--- src/rtl/mrtu_pkg.sv ---
// Package for the Modbus RTU frame receiver: word types, status codes,
// reset values and the CRC-16 byte update. No dependencies.
package mrtu_pkg;

	localparam int BUF_DEPTH_DEF = 64;

	localparam logic [7:0]  OWN_ADDRESS_RST = 8'd1;
	localparam logic [6:0]  PAYLOAD_LENGTH_RST = 7'd4;
	localparam logic [63:0] FUNCTION_MASK_RST = 64'd72;

	localparam logic [15:0] CRC_INIT = 16'hFFFF;
	localparam logic [15:0] CRC_POLY = 16'hA001;

	localparam logic [1:0] REG_OWN_ADDRESS = 2'd0;
	localparam logic [1:0] REG_PAYLOAD_LENGTH = 2'd1;
	localparam logic [1:0] REG_FUNCTION_MASK = 2'd2;

	localparam logic [1:0] ST_BUSY = 2'd0;
	localparam logic [1:0] ST_GOOD = 2'd1;
	localparam logic [1:0] ST_CRC_ERR = 2'd2;
	localparam logic [1:0] ST_REJECT = 2'd3;

	localparam logic OP_BYTE = 1'b0;
	localparam logic OP_RESYNC = 1'b1;

	typedef struct packed {
		logic       op;
		logic [7:0] rx_byte;
	} item_t;

	typedef struct packed {
		logic [1:0] status;
		logic [7:0] func_code;
		logic [7:0] data_byte;
		logic [5:0] data_index;
		logic [6:0] data_count;
		logic       last;
	} result_t;

	typedef struct packed {
		logic       drain;
		logic [1:0] status;
		logic [7:0] func_code;
		logic [6:0] count;
		logic       bank;
	} cmd_t;

	typedef struct packed {
		logic       done;
		logic       bank;
	} drain_done_t;

	function automatic logic [15:0] crc_feed(input logic [15:0] c, input logic [7:0] b);
		logic [15:0] r;
		r = c ^ {8'h00, b};
		for (int k = 0; k < 8; k++) begin
			if (r[0]) begin
				r = (r >> 1) ^ CRC_POLY;
			end else begin
				r = r >> 1;
			end
		end
		return r;
	endfunction

endpackage

--- src/rtl/mrtu_front.sv ---
// Front end of the Modbus RTU frame receiver: configuration registers, frame
// parser, CRC tracking and payload writes. Depends on mrtu_pkg.
module mrtu_front #(
	parameter int BUF_DEPTH = mrtu_pkg::BUF_DEPTH_DEF,
	localparam int IDX_W = (BUF_DEPTH > 1) ? $clog2(BUF_DEPTH) : 1
) (
	input  logic                 clk,
	input  logic                 arst_n,
	input  logic                 cfg_we,
	input  logic [1:0]           cfg_index,
	input  logic [63:0]          cfg_data,
	input  logic                 item_valid,
	output logic                 item_stall,
	input  mrtu_pkg::item_t      item,
	input  logic                 q_full,
	output logic                 q_push,
	output mrtu_pkg::cmd_t       q_cmd,
	input  mrtu_pkg::drain_done_t drain_done,
	output logic                 wr_en,
	output logic [IDX_W:0]       wr_addr,
	output logic [7:0]           wr_data
);

	typedef enum logic [4:0] {
		PH_HUNT  = 5'b00001,
		PH_FUNC  = 5'b00010,
		PH_DATA  = 5'b00100,
		PH_CRCLO = 5'b01000,
		PH_CRCHI = 5'b10000
	} phase_t;

	localparam logic [6:0] DEPTH7 = 7'(BUF_DEPTH);

	logic [7:0]  own_address_q;
	logic [6:0]  payload_length_q;
	logic [63:0] function_mask_q;

	phase_t      phase_q, phase_d;
	logic [15:0] crc_q, crc_d;
	logic [15:0] chk_q, chk_d;
	logic [7:0]  held_q, held_d;
	logic [6:0]  cnt_q, cnt_d;
	logic        wb_q, wb_d;
	logic [1:0]  busy_q;
	logic        set_busy;
	logic        accept, blocked, reject;
	logic [6:0]  eff_len;
	logic [7:0]  b;

	assign b = item.rx_byte;
	assign blocked = (item.op == mrtu_pkg::OP_BYTE) && (phase_q == PH_DATA) && busy_q[wb_q];
	assign item_stall = q_full || blocked;
	assign accept = item_valid && !item_stall;
	assign q_push = accept;

	always_comb begin
		if (payload_length_q == 7'd0) begin
			eff_len = 7'd1;
		end else if (payload_length_q > DEPTH7) begin
			eff_len = DEPTH7;
		end else begin
			eff_len = payload_length_q;
		end
	end

	always_comb begin
		phase_d = phase_q;
		crc_d = crc_q;
		chk_d = chk_q;
		held_d = held_q;
		cnt_d = cnt_q;
		wb_d = wb_q;
		set_busy = 1'b0;
		reject = 1'b0;
		wr_en = 1'b0;
		wr_addr = {wb_q, cnt_q[IDX_W-1:0]};
		wr_data = b;
		q_cmd.drain = 1'b0;
		q_cmd.status = mrtu_pkg::ST_BUSY;
		q_cmd.count = 7'd0;
		q_cmd.bank = wb_q;
		if (accept) begin
			if (item.op == mrtu_pkg::OP_RESYNC) begin
				phase_d = PH_HUNT;
			end else begin
				case (phase_q)
					PH_HUNT: begin
						if (b == own_address_q) begin
							phase_d = PH_FUNC;
							held_d = 8'd0;
							cnt_d = 7'd0;
							crc_d = mrtu_pkg::crc_feed(mrtu_pkg::CRC_INIT, b);
						end
					end
					PH_FUNC: begin
						if (b[7:6] != 2'b00 || !function_mask_q[b[5:0]]) begin
							phase_d = PH_HUNT;
							reject = 1'b1;
							q_cmd.status = mrtu_pkg::ST_REJECT;
						end else begin
							held_d = b;
							phase_d = PH_DATA;
							crc_d = mrtu_pkg::crc_feed(crc_q, b);
						end
					end
					PH_DATA: begin
						wr_en = (cnt_q < DEPTH7);
						cnt_d = cnt_q + 7'd1;
						crc_d = mrtu_pkg::crc_feed(crc_q, b);
						if (cnt_d >= eff_len) begin
							phase_d = PH_CRCLO;
						end
					end
					PH_CRCLO: begin
						chk_d = crc_q ^ {8'h00, b};
						phase_d = PH_CRCHI;
					end
					PH_CRCHI: begin
						chk_d = chk_q ^ {b, 8'h00};
						phase_d = PH_HUNT;
						if (chk_d == 16'd0 && cnt_q != 7'd0) begin
							q_cmd.drain = 1'b1;
							q_cmd.status = mrtu_pkg::ST_GOOD;
							q_cmd.count = (cnt_q > DEPTH7) ? DEPTH7 : cnt_q;
							set_busy = 1'b1;
							wb_d = ~wb_q;
						end else begin
							q_cmd.status = mrtu_pkg::ST_CRC_ERR;
						end
					end
					default: begin
						phase_d = PH_HUNT;
					end
				endcase
			end
		end
		q_cmd.func_code = reject ? b : held_d;
	end

	always_ff @(posedge clk or negedge arst_n) begin
		if (!arst_n) begin
			own_address_q <= mrtu_pkg::OWN_ADDRESS_RST;
			payload_length_q <= mrtu_pkg::PAYLOAD_LENGTH_RST;
			function_mask_q <= mrtu_pkg::FUNCTION_MASK_RST;
		end else if (cfg_we) begin
			case (cfg_index)
				mrtu_pkg::REG_OWN_ADDRESS: own_address_q <= cfg_data[7:0];
				mrtu_pkg::REG_PAYLOAD_LENGTH: payload_length_q <= cfg_data[6:0];
				mrtu_pkg::REG_FUNCTION_MASK: function_mask_q <= cfg_data;
				default: ;
			endcase
		end
	end

	always_ff @(posedge clk or negedge arst_n) begin
		if (!arst_n) begin
			phase_q <= PH_HUNT;
			crc_q <= mrtu_pkg::CRC_INIT;
			chk_q <= 16'd0;
			held_q <= 8'd0;
			cnt_q <= 7'd0;
			wb_q <= 1'b0;
			busy_q <= 2'b00;
		end else begin
			phase_q <= phase_d;
			crc_q <= crc_d;
			chk_q <= chk_d;
			held_q <= held_d;
			cnt_q <= cnt_d;
			wb_q <= wb_d;
			for (int i = 0; i < 2; i++) begin
				busy_q[i] <= (busy_q[i] && !(drain_done.done && drain_done.bank == 1'(i)))
					|| (set_busy && wb_q == 1'(i));
			end
		end
	end

endmodule

--- src/rtl/mrtu_cmd_fifo.sv ---
// Two-entry command queue between the parser and the result sequencer of the
// Modbus RTU frame receiver. Depends on mrtu_pkg.
module mrtu_cmd_fifo (
	input  logic           clk,
	input  logic           arst_n,
	input  logic           push,
	input  mrtu_pkg::cmd_t push_cmd,
	output logic           full,
	input  logic           pop,
	output mrtu_pkg::cmd_t head,
	output logic           empty
);

	mrtu_pkg::cmd_t entry_q [2];
	logic       wr_ptr_q, rd_ptr_q;
	logic [1:0] count_q;

	assign full = (count_q == 2'd2);
	assign empty = (count_q == 2'd0);
	assign head = entry_q[rd_ptr_q];

	always_ff @(posedge clk) begin
		if (push && !full) begin
			entry_q[wr_ptr_q] <= push_cmd;
		end
	end

	always_ff @(posedge clk or negedge arst_n) begin
		if (!arst_n) begin
			wr_ptr_q <= 1'b0;
			rd_ptr_q <= 1'b0;
			count_q <= 2'd0;
		end else begin
			if (push && !full) begin
				wr_ptr_q <= ~wr_ptr_q;
			end
			if (pop && !empty) begin
				rd_ptr_q <= ~rd_ptr_q;
			end
			count_q <= count_q + 2'(push && !full) - 2'(pop && !empty);
		end
	end

endmodule

--- src/rtl/mrtu_back.sv ---
// Result sequencer of the Modbus RTU frame receiver: two-bank payload memory,
// drain of good frames and the output register. Depends on mrtu_pkg.
module mrtu_back #(
	parameter int BUF_DEPTH = mrtu_pkg::BUF_DEPTH_DEF,
	localparam int IDX_W = (BUF_DEPTH > 1) ? $clog2(BUF_DEPTH) : 1
) (
	input  logic                  clk,
	input  logic                  arst_n,
	input  logic                  wr_en,
	input  logic [IDX_W:0]        wr_addr,
	input  logic [7:0]            wr_data,
	input  logic                  q_empty,
	input  mrtu_pkg::cmd_t        q_head,
	output logic                  q_pop,
	output mrtu_pkg::drain_done_t drain_done,
	output logic                  result_valid,
	input  logic                  result_stall,
	output mrtu_pkg::result_t     result
);

	typedef enum logic [2:0] {
		BK_IDLE = 3'b001,
		BK_READ = 3'b010,
		BK_LOAD = 3'b100
	} back_state_t;

	logic [7:0]  mem [2**(IDX_W+1)];
	logic [7:0]  rd_data_q;
	logic        rd_en;

	back_state_t state_q;
	logic [5:0]  k_q;
	logic [7:0]  func_q;
	logic [6:0]  count_q;
	logic        bank_q;
	logic        out_valid_q;
	logic        slot_free;
	logic        last_k;
	logic        load_out;

	assign slot_free = !out_valid_q || !result_stall;
	assign rd_en = (state_q == BK_READ);
	assign last_k = ({1'b0, k_q} + 7'd1 == count_q);
	assign q_pop = (state_q == BK_IDLE) && !q_empty && (q_head.drain || slot_free);
	assign load_out = ((state_q == BK_IDLE) && q_pop && !q_head.drain)
		|| ((state_q == BK_LOAD) && slot_free);
	assign drain_done.done = (state_q == BK_LOAD) && slot_free && last_k;
	assign drain_done.bank = bank_q;
	assign result_valid = out_valid_q;

	always_ff @(posedge clk) begin
		if (wr_en) begin
			mem[wr_addr] <= wr_data;
		end
		if (rd_en) begin
			rd_data_q <= mem[{bank_q, k_q[IDX_W-1:0]}];
		end
	end

	always_ff @(posedge clk) begin
		if (state_q == BK_IDLE && q_pop && !q_head.drain) begin
			result.status <= q_head.status;
			result.func_code <= q_head.func_code;
			result.data_byte <= 8'd0;
			result.data_index <= 6'd0;
			result.data_count <= 7'd0;
			result.last <= 1'b1;
		end else if (state_q == BK_LOAD && slot_free) begin
			result.status <= mrtu_pkg::ST_GOOD;
			result.func_code <= func_q;
			result.data_byte <= rd_data_q;
			result.data_index <= k_q;
			result.data_count <= count_q;
			result.last <= last_k;
		end
		if (q_pop && q_head.drain) begin
			func_q <= q_head.func_code;
			count_q <= q_head.count;
			bank_q <= q_head.bank;
		end
	end

	always_ff @(posedge clk or negedge arst_n) begin
		if (!arst_n) begin
			state_q <= BK_IDLE;
			k_q <= 6'd0;
			out_valid_q <= 1'b0;
		end else begin
			if (load_out) begin
				out_valid_q <= 1'b1;
			end else if (slot_free) begin
				out_valid_q <= 1'b0;
			end
			case (state_q)
				BK_IDLE: begin
					if (q_pop && q_head.drain) begin
						k_q <= 6'd0;
						state_q <= BK_READ;
					end
				end
				BK_READ: begin
					state_q <= BK_LOAD;
				end
				BK_LOAD: begin
					if (slot_free) begin
						if (last_k) begin
							state_q <= BK_IDLE;
						end else begin
							k_q <= k_q + 6'd1;
							state_q <= BK_READ;
						end
					end
				end
				default: begin
					state_q <= BK_IDLE;
				end
			endcase
		end
	end

endmodule

--- src/rtl/modbus_rtu_frame_receiver_top.sv ---
// Modbus RTU frame receiver: one received word enters per cycle while the
// two-entry command queue has room, and every word causes at least one result
// word. A good frame drains its payload one result at a time, each through a read
// state and then a load state on the registered read port of the payload memory.
// While a drain runs the back end takes no commands, so the front accepts at most
// two more words before the queue fills, and the input then stalls until the drain
// ends and the back end takes commands again. The memory has two banks, so a
// payload byte of the next frame never overwrites a payload that is still
// draining; a byte that would land in the draining bank stalls the input. The
// payload memory needs no clearing after reset.
// Depends on mrtu_pkg, mrtu_front, mrtu_cmd_fifo and mrtu_back.
module modbus_rtu_frame_receiver_top #(
	parameter int BUF_DEPTH = mrtu_pkg::BUF_DEPTH_DEF
) (
	input  logic              clk,
	input  logic              arst_n,
	input  logic              cfg_we,
	input  logic [1:0]        cfg_index,
	input  logic [63:0]       cfg_data,
	input  logic              item_valid,
	output logic              item_stall,
	input  mrtu_pkg::item_t   item,
	output logic              result_valid,
	input  logic              result_stall,
	output mrtu_pkg::result_t result
);

	localparam int IDX_W = (BUF_DEPTH > 1) ? $clog2(BUF_DEPTH) : 1;

	logic                  q_push, q_full, q_pop, q_empty;
	mrtu_pkg::cmd_t        q_cmd, q_head;
	mrtu_pkg::drain_done_t drain_done;
	logic                  wr_en;
	logic [IDX_W:0]        wr_addr;
	logic [7:0]            wr_data;

	mrtu_front #(.BUF_DEPTH(BUF_DEPTH)) u_front (
		.clk(clk),
		.arst_n(arst_n),
		.cfg_we(cfg_we),
		.cfg_index(cfg_index),
		.cfg_data(cfg_data),
		.item_valid(item_valid),
		.item_stall(item_stall),
		.item(item),
		.q_full(q_full),
		.q_push(q_push),
		.q_cmd(q_cmd),
		.drain_done(drain_done),
		.wr_en(wr_en),
		.wr_addr(wr_addr),
		.wr_data(wr_data)
	);

	mrtu_cmd_fifo u_fifo (
		.clk(clk),
		.arst_n(arst_n),
		.push(q_push),
		.push_cmd(q_cmd),
		.full(q_full),
		.pop(q_pop),
		.head(q_head),
		.empty(q_empty)
	);

	mrtu_back #(.BUF_DEPTH(BUF_DEPTH)) u_back (
		.clk(clk),
		.arst_n(arst_n),
		.wr_en(wr_en),
		.wr_addr(wr_addr),
		.wr_data(wr_data),
		.q_empty(q_empty),
		.q_head(q_head),
		.q_pop(q_pop),
		.drain_done(drain_done),
		.result_valid(result_valid),
		.result_stall(result_stall),
		.result(result)
	);

endmodule

--- config.mk ---
export PLATFORM = sky130hd
export DESIGN_NAME = modbus_rtu_frame_receiver_top
export DESIGN_NICKNAME = d
export VERILOG_FILES = /design/src/rtl/mrtu_pkg.sv /design/src/rtl/mrtu_front.sv /design/src/rtl/mrtu_cmd_fifo.sv /design/src/rtl/mrtu_back.sv /design/src/rtl/modbus_rtu_frame_receiver_top.sv
export SDC_FILE = /design/constraint.sdc
export NUM_CORES = 1
export LEC_CHECK = 0
export BUFFER_PORTS_ARGS = -buffer_cell sky130_fd_sc_hd__buf_2
export CORE_UTILIZATION = 40
export CTS_BUF_LIST = sky130_fd_sc_hd__clkbuf_8
export DETAILED_ROUTE_END_ITERATION = 8
export GPL_TIMING_DRIVEN = 1
export PLACE_DENSITY = 0.57
export SLEW_MARGIN = 40
export SYNTH_ARGS = -nofsm -noshare
export SYNTH_HDL_FRONTEND = slang
export SYNTH_SLANG_ARGS = --single-unit
--- constraint.sdc ---
create_clock -name clk -period 3.5 [get_ports clk]
set_clock_uncertainty 0.15 [all_clocks]
set_input_delay 0.35 -clock clk [delete_from_list [all_inputs] [get_ports clk]]
set_output_delay 0.35 -clock clk [all_outputs]
set_load 0.05 [all_outputs]
==> results.json <==
{
  "h-tree-depth": 4,
  "num-fill-cells": 10200,
  "drc": 0,
  "clkPwrFrac_pct": 33.2,
  "crit_family": "multiplexers",
  "grt_util_all_layers_pct": 19.8,
  "gp_congestion": 0.808,
  "switching_power_w": 0.0102,
  "grt_overflow_total": 0,
  "crit_arrival_ps": 3900,
  "r2r_cells": 6,
  "firstDrtPassIters": 5,
  "core.rowCount": 129,
  "clk_pin_slew_worst_paths_ps": 60,
  "ys.flop_type": "edfxtp_1",
  "yosysWarnings": 0,
  "die_w_um": 357,
  "synthCells": 2523,
  "synth-edff-count": 1096,
  "avgRoutedWirePerCell_um": 26.0,
  "min_path_type": "in2reg",
  "ys_types": 59,
  "intPower_w": 0.0274,
  "crit_type": "reg2reg",
  "ys_ff_latch": 1266,
  "slew_violations": 0,
  "drt_iter0_markers": 2341,
  "status": "complete, no violations",
  "syn-num-nets": 2616,
  "p_sw_share_pct": 27.0,
  "drive_above_1_share_pct": 32.9,
  "cp-start-kind": "flip-flop",
  "cp_max_fo": 38,
  "crit_top_cell": "mux4_2",
  "die_area_sq_um": 128000,
  "clock-sinks": 1266,
  "peakVddDrop_mv": 0.442,
  "power.density_nw_per_um2": 633,
  "crit_path_end_kind": "flip-flop",
  "cp_slowest_stage_delay_ps": 530,
  "antenna_found_initial": 6,
  "timing.fmax_mhz": 294,
  "coreArea_sq_um": 124000,
  "cts_tree": "built",
  "syn_avg_cell_area_sq_um": 20.0,
  "cts_made_buffers": 207,
  "multiInputGateArea_sq_um": 12900,
  "io_buffers": 113,
  "synthArstFlopShare_pct": 11.7,
  "setup_tns_ps": 0,
  "seq_area_sq_um": 37100,
  "top_layer_used": "met4",
  "finalSetupViolations": 0,
  "path_depth": 6,
  "fin_crit_sh_pct": 97.2,
  "antenna_left": 0,
  "wl_met2_um": 61800,
  "maxCapViolations": 0,
  "fin_util_pct": 47.7,
  "routed_wl_um": 124000,
  "ioPinCount": 114,
  "pwr-share-comb_pct": 19.9,
  "wirelength_met1_um": 51800,
  "cp_num_buf_inv": 2,
  "fin_nets": 3035,
  "whs_ps": 138,
  "slew_headroom_pct": 43.0,
  "finalCriticalPeriod_ps": 3400,
  "grt_max_degree": 130,
  "synth_area_sq_um": 50500,
  "root_buffer": "clkbuf_8",
  "clockBufferDepth": 3,
  "seq_power_share_pct": 46.9,
  "dp_cells": 4230,
  "path_cells": "buf_16 > buf_4 > mux4_2 > mux4_2 > mux4_2 > mux2_2",
  "place_hpwl_um": 76700,
  "ys_seq_area_share_pct": 73.5,
  "hold_viol": 0,
  "grt_pass1_vias": 27400,
  "syn_to_final_growth_pct": 17.5,
  "fp.dieH_um": 357,
  "required_ps": 3990,
  "cp_slowest_cell": "mux4_2",
  "tightest_slew_ps": 852,
  "cellLeakagePower_nw": 19.4,
  "cts_setup_buffers": 0,
  "grt_pass1_wl_um": 183000,
  "via_count": 25900,
  "final_cells": 4758,
  "vias_per_cell": 5.44,
  "insertion_delay_ps": 910,
  "wl_met3_um": 7200,
  "grt_setup_unrepaired": "yes",
  "start_util_pct": 40.6,
  "min_path_cells": 3
}
what timing repair did:
action                                 4_1_cts  5_1_grt
setup endpoints to repair                    0       14
endpoints found under the hold margin      408        0
resized for setup                            0        2
hold buffers                               140        0
power groups by stage:
| stage | sequential, W | combinational (W) | clock, W |
|---|---|---|---|
| 4_1_cts | 0.0176 | 0.00758 | 0.0128 |
| 2_1_floorplan | 0.0181 | 0.00482 | 0 |
| 6_report | 0.0176 | 0.00747 | 0.0125 |
| 3_5_place_dp | 0.0179 | 0.00743 | 0 |
| 3_3_place_gp | 0.0179 | 0.00728 | 0 |
| 5_1_grt | 0.0177 | 0.00799 | 0.0134 |
cells by family (layout without fill, tap and decap cells):
| kind of cell | count (synthesis) | after routing | share of synthesized area (%) |
|---|---|---|---|
| DFF | 1266 | 1266 | 73.5 |
| other | 0 | 1 | 0 |
| and+or+nand+nor | 387 | 387 | 3.27 |
| buffers and inverters | 152 | 749 | 1.27 |
| adders and majority gates | 13 | 13 | 0.322 |
| muxes | 468 | 468 | 18.3 |
| xor gates and xnor gates | 77 | 77 | 1.39 |
| AOI/OAI and AO/OA | 160 | 160 | 2.03 |
worst reg2reg max path, cell delays in order, from the launching register on:
cell     delay, ps
dfrtp_4        510
buf_16         300
buf_4          370
mux4_2         520
mux4_2         470
mux4_2         530
mux2_2         290
metal layers:
| metal | up-vias | GRT usage (%) |
|---|---|---|
| li1 | 11100 | - |
| met1 | 13800 | 26.6 |
| met2 | 858 | 32.6 |
| met3 | 181 | 4.01 |
| met4 | 0 | 5.58 |
| met5 | - | 0 |
synthesized netlist by cell type (15+ instances only):
cell,instances,share of area [%]
nor2_1,173,1.3
dfstp_2,22,1.1
buf_1,22,0.16
nand3_1,24,0.24
nand2_1,121,0.90
and2_1,15,0.19
xnor2_1,52,0.90
edfxtp_1,1096,65
mux2_2,105,2.3
buf_2,26,0.26
xor2_1,22,0.38
mux4_2,352,16
a22o_1,22,0.38
o21ai_0,26,0.26
clkbuf_1,81,0.60
dfxtp_1,22,0.87
o21ai_1,15,0.15
a21oi_1,53,0.53
dfrtp_1,126,6.2
flip-flops by register name, indices dropped and copies added (netlist names), 2 cells and up:
signal / cells
u_front.chk_q: 16
u_front.own_address_q: 8
u_back.count_q: 7
u_back.mem: 1024
u_back.result: 32
u_back.state_q: 3
u_front.crc_q: 16
u_fifo.count_q: 2
u_front.function_mask_q: 64
u_front.phase_q: 5
u_back.func_q: 8
u_front.payload_length_q: 7
u_back.k_q: 6
u_front.cnt_q: 7
u_back.rd_data_q: 8
u_front.held_q: 8
u_front.busy_q: 2
u_fifo.entry_q: 38
through the flow:
step / setup WS (ps) / power (W) / cell area [sq um]
after floorplan: 345 / 0.0229 / 50500
after CTS: 71.1 / 0.0380 / 59200
after global routing: -22.4 / 0.0391 / 59300
after detailed placement: 96.6 / 0.0254 / 53800
final: 98.4 / 0.0376 / 59300
after global placement: 110 / 0.0252 / 53700
placed cells by master (no fill, tap or decap), types with 9 or more instances in the layout:
master	instances
xor2_1	22
dfstp_2	22
bufinv_16	10
ha_1	13
dfxtp_1	22
xnor2_1	52
mux2_2	105
clkinv_1	44
a21oi_1	53
inv_1	87
nor3_1	9
and2_1	15
buf_6	9
mux4_2	352
o31ai_1	9
o21ai_1	15
nand2_1	121
dlygate4sd3_1	139
dfrtp_1	122
clkinv_2	25
nand2b_1	13
a22o_1	22
nand3_1	24
buf_2	104
buf_12	33
clkbuf_8	216
buf_4	59
o21ai_0	26
edfxtp_1	1096
nor2_1	118
mux2i_1	11
nor2_2	55
worst paths after layout:
| check | from | end | slack [ps] |
|---|---|---|---|
| hold reg to reg | u_back.result[10] | u_back.result[10] | 310 |
| min in group asynchronous | arst_n | u_front.function_mask_q[6] | 440 |
| max in group asynchronous | arst_n | u_back.k_q[2] | 2260 |
| hold / removal | cfg_data[5] | u_front.function_mask_q[5] | 140 |
| setup / recovery | u_back.k_q[0] | u_back.rd_data_q[6] | 100 |
| setup reg to reg | u_back.k_q[0] | u_back.rd_data_q[6] | 100 |
final cells by class:
cell class / instances / area share (%)
Antenna cell: 1 / 0.00422
Clock buffer: 216 / 5.01
Clock inverter: 171 / 1.78
Inverter: 15 / 0.0949
Multi-Input combinational cell: 1105 / 21.8
Sequential cell: 1266 / 62.5
Tap cell: 1637 / 3.45
Timing Repair Buffer: 347 / 5.37
No activity file was read; power rests on OpenSTA's default activity.
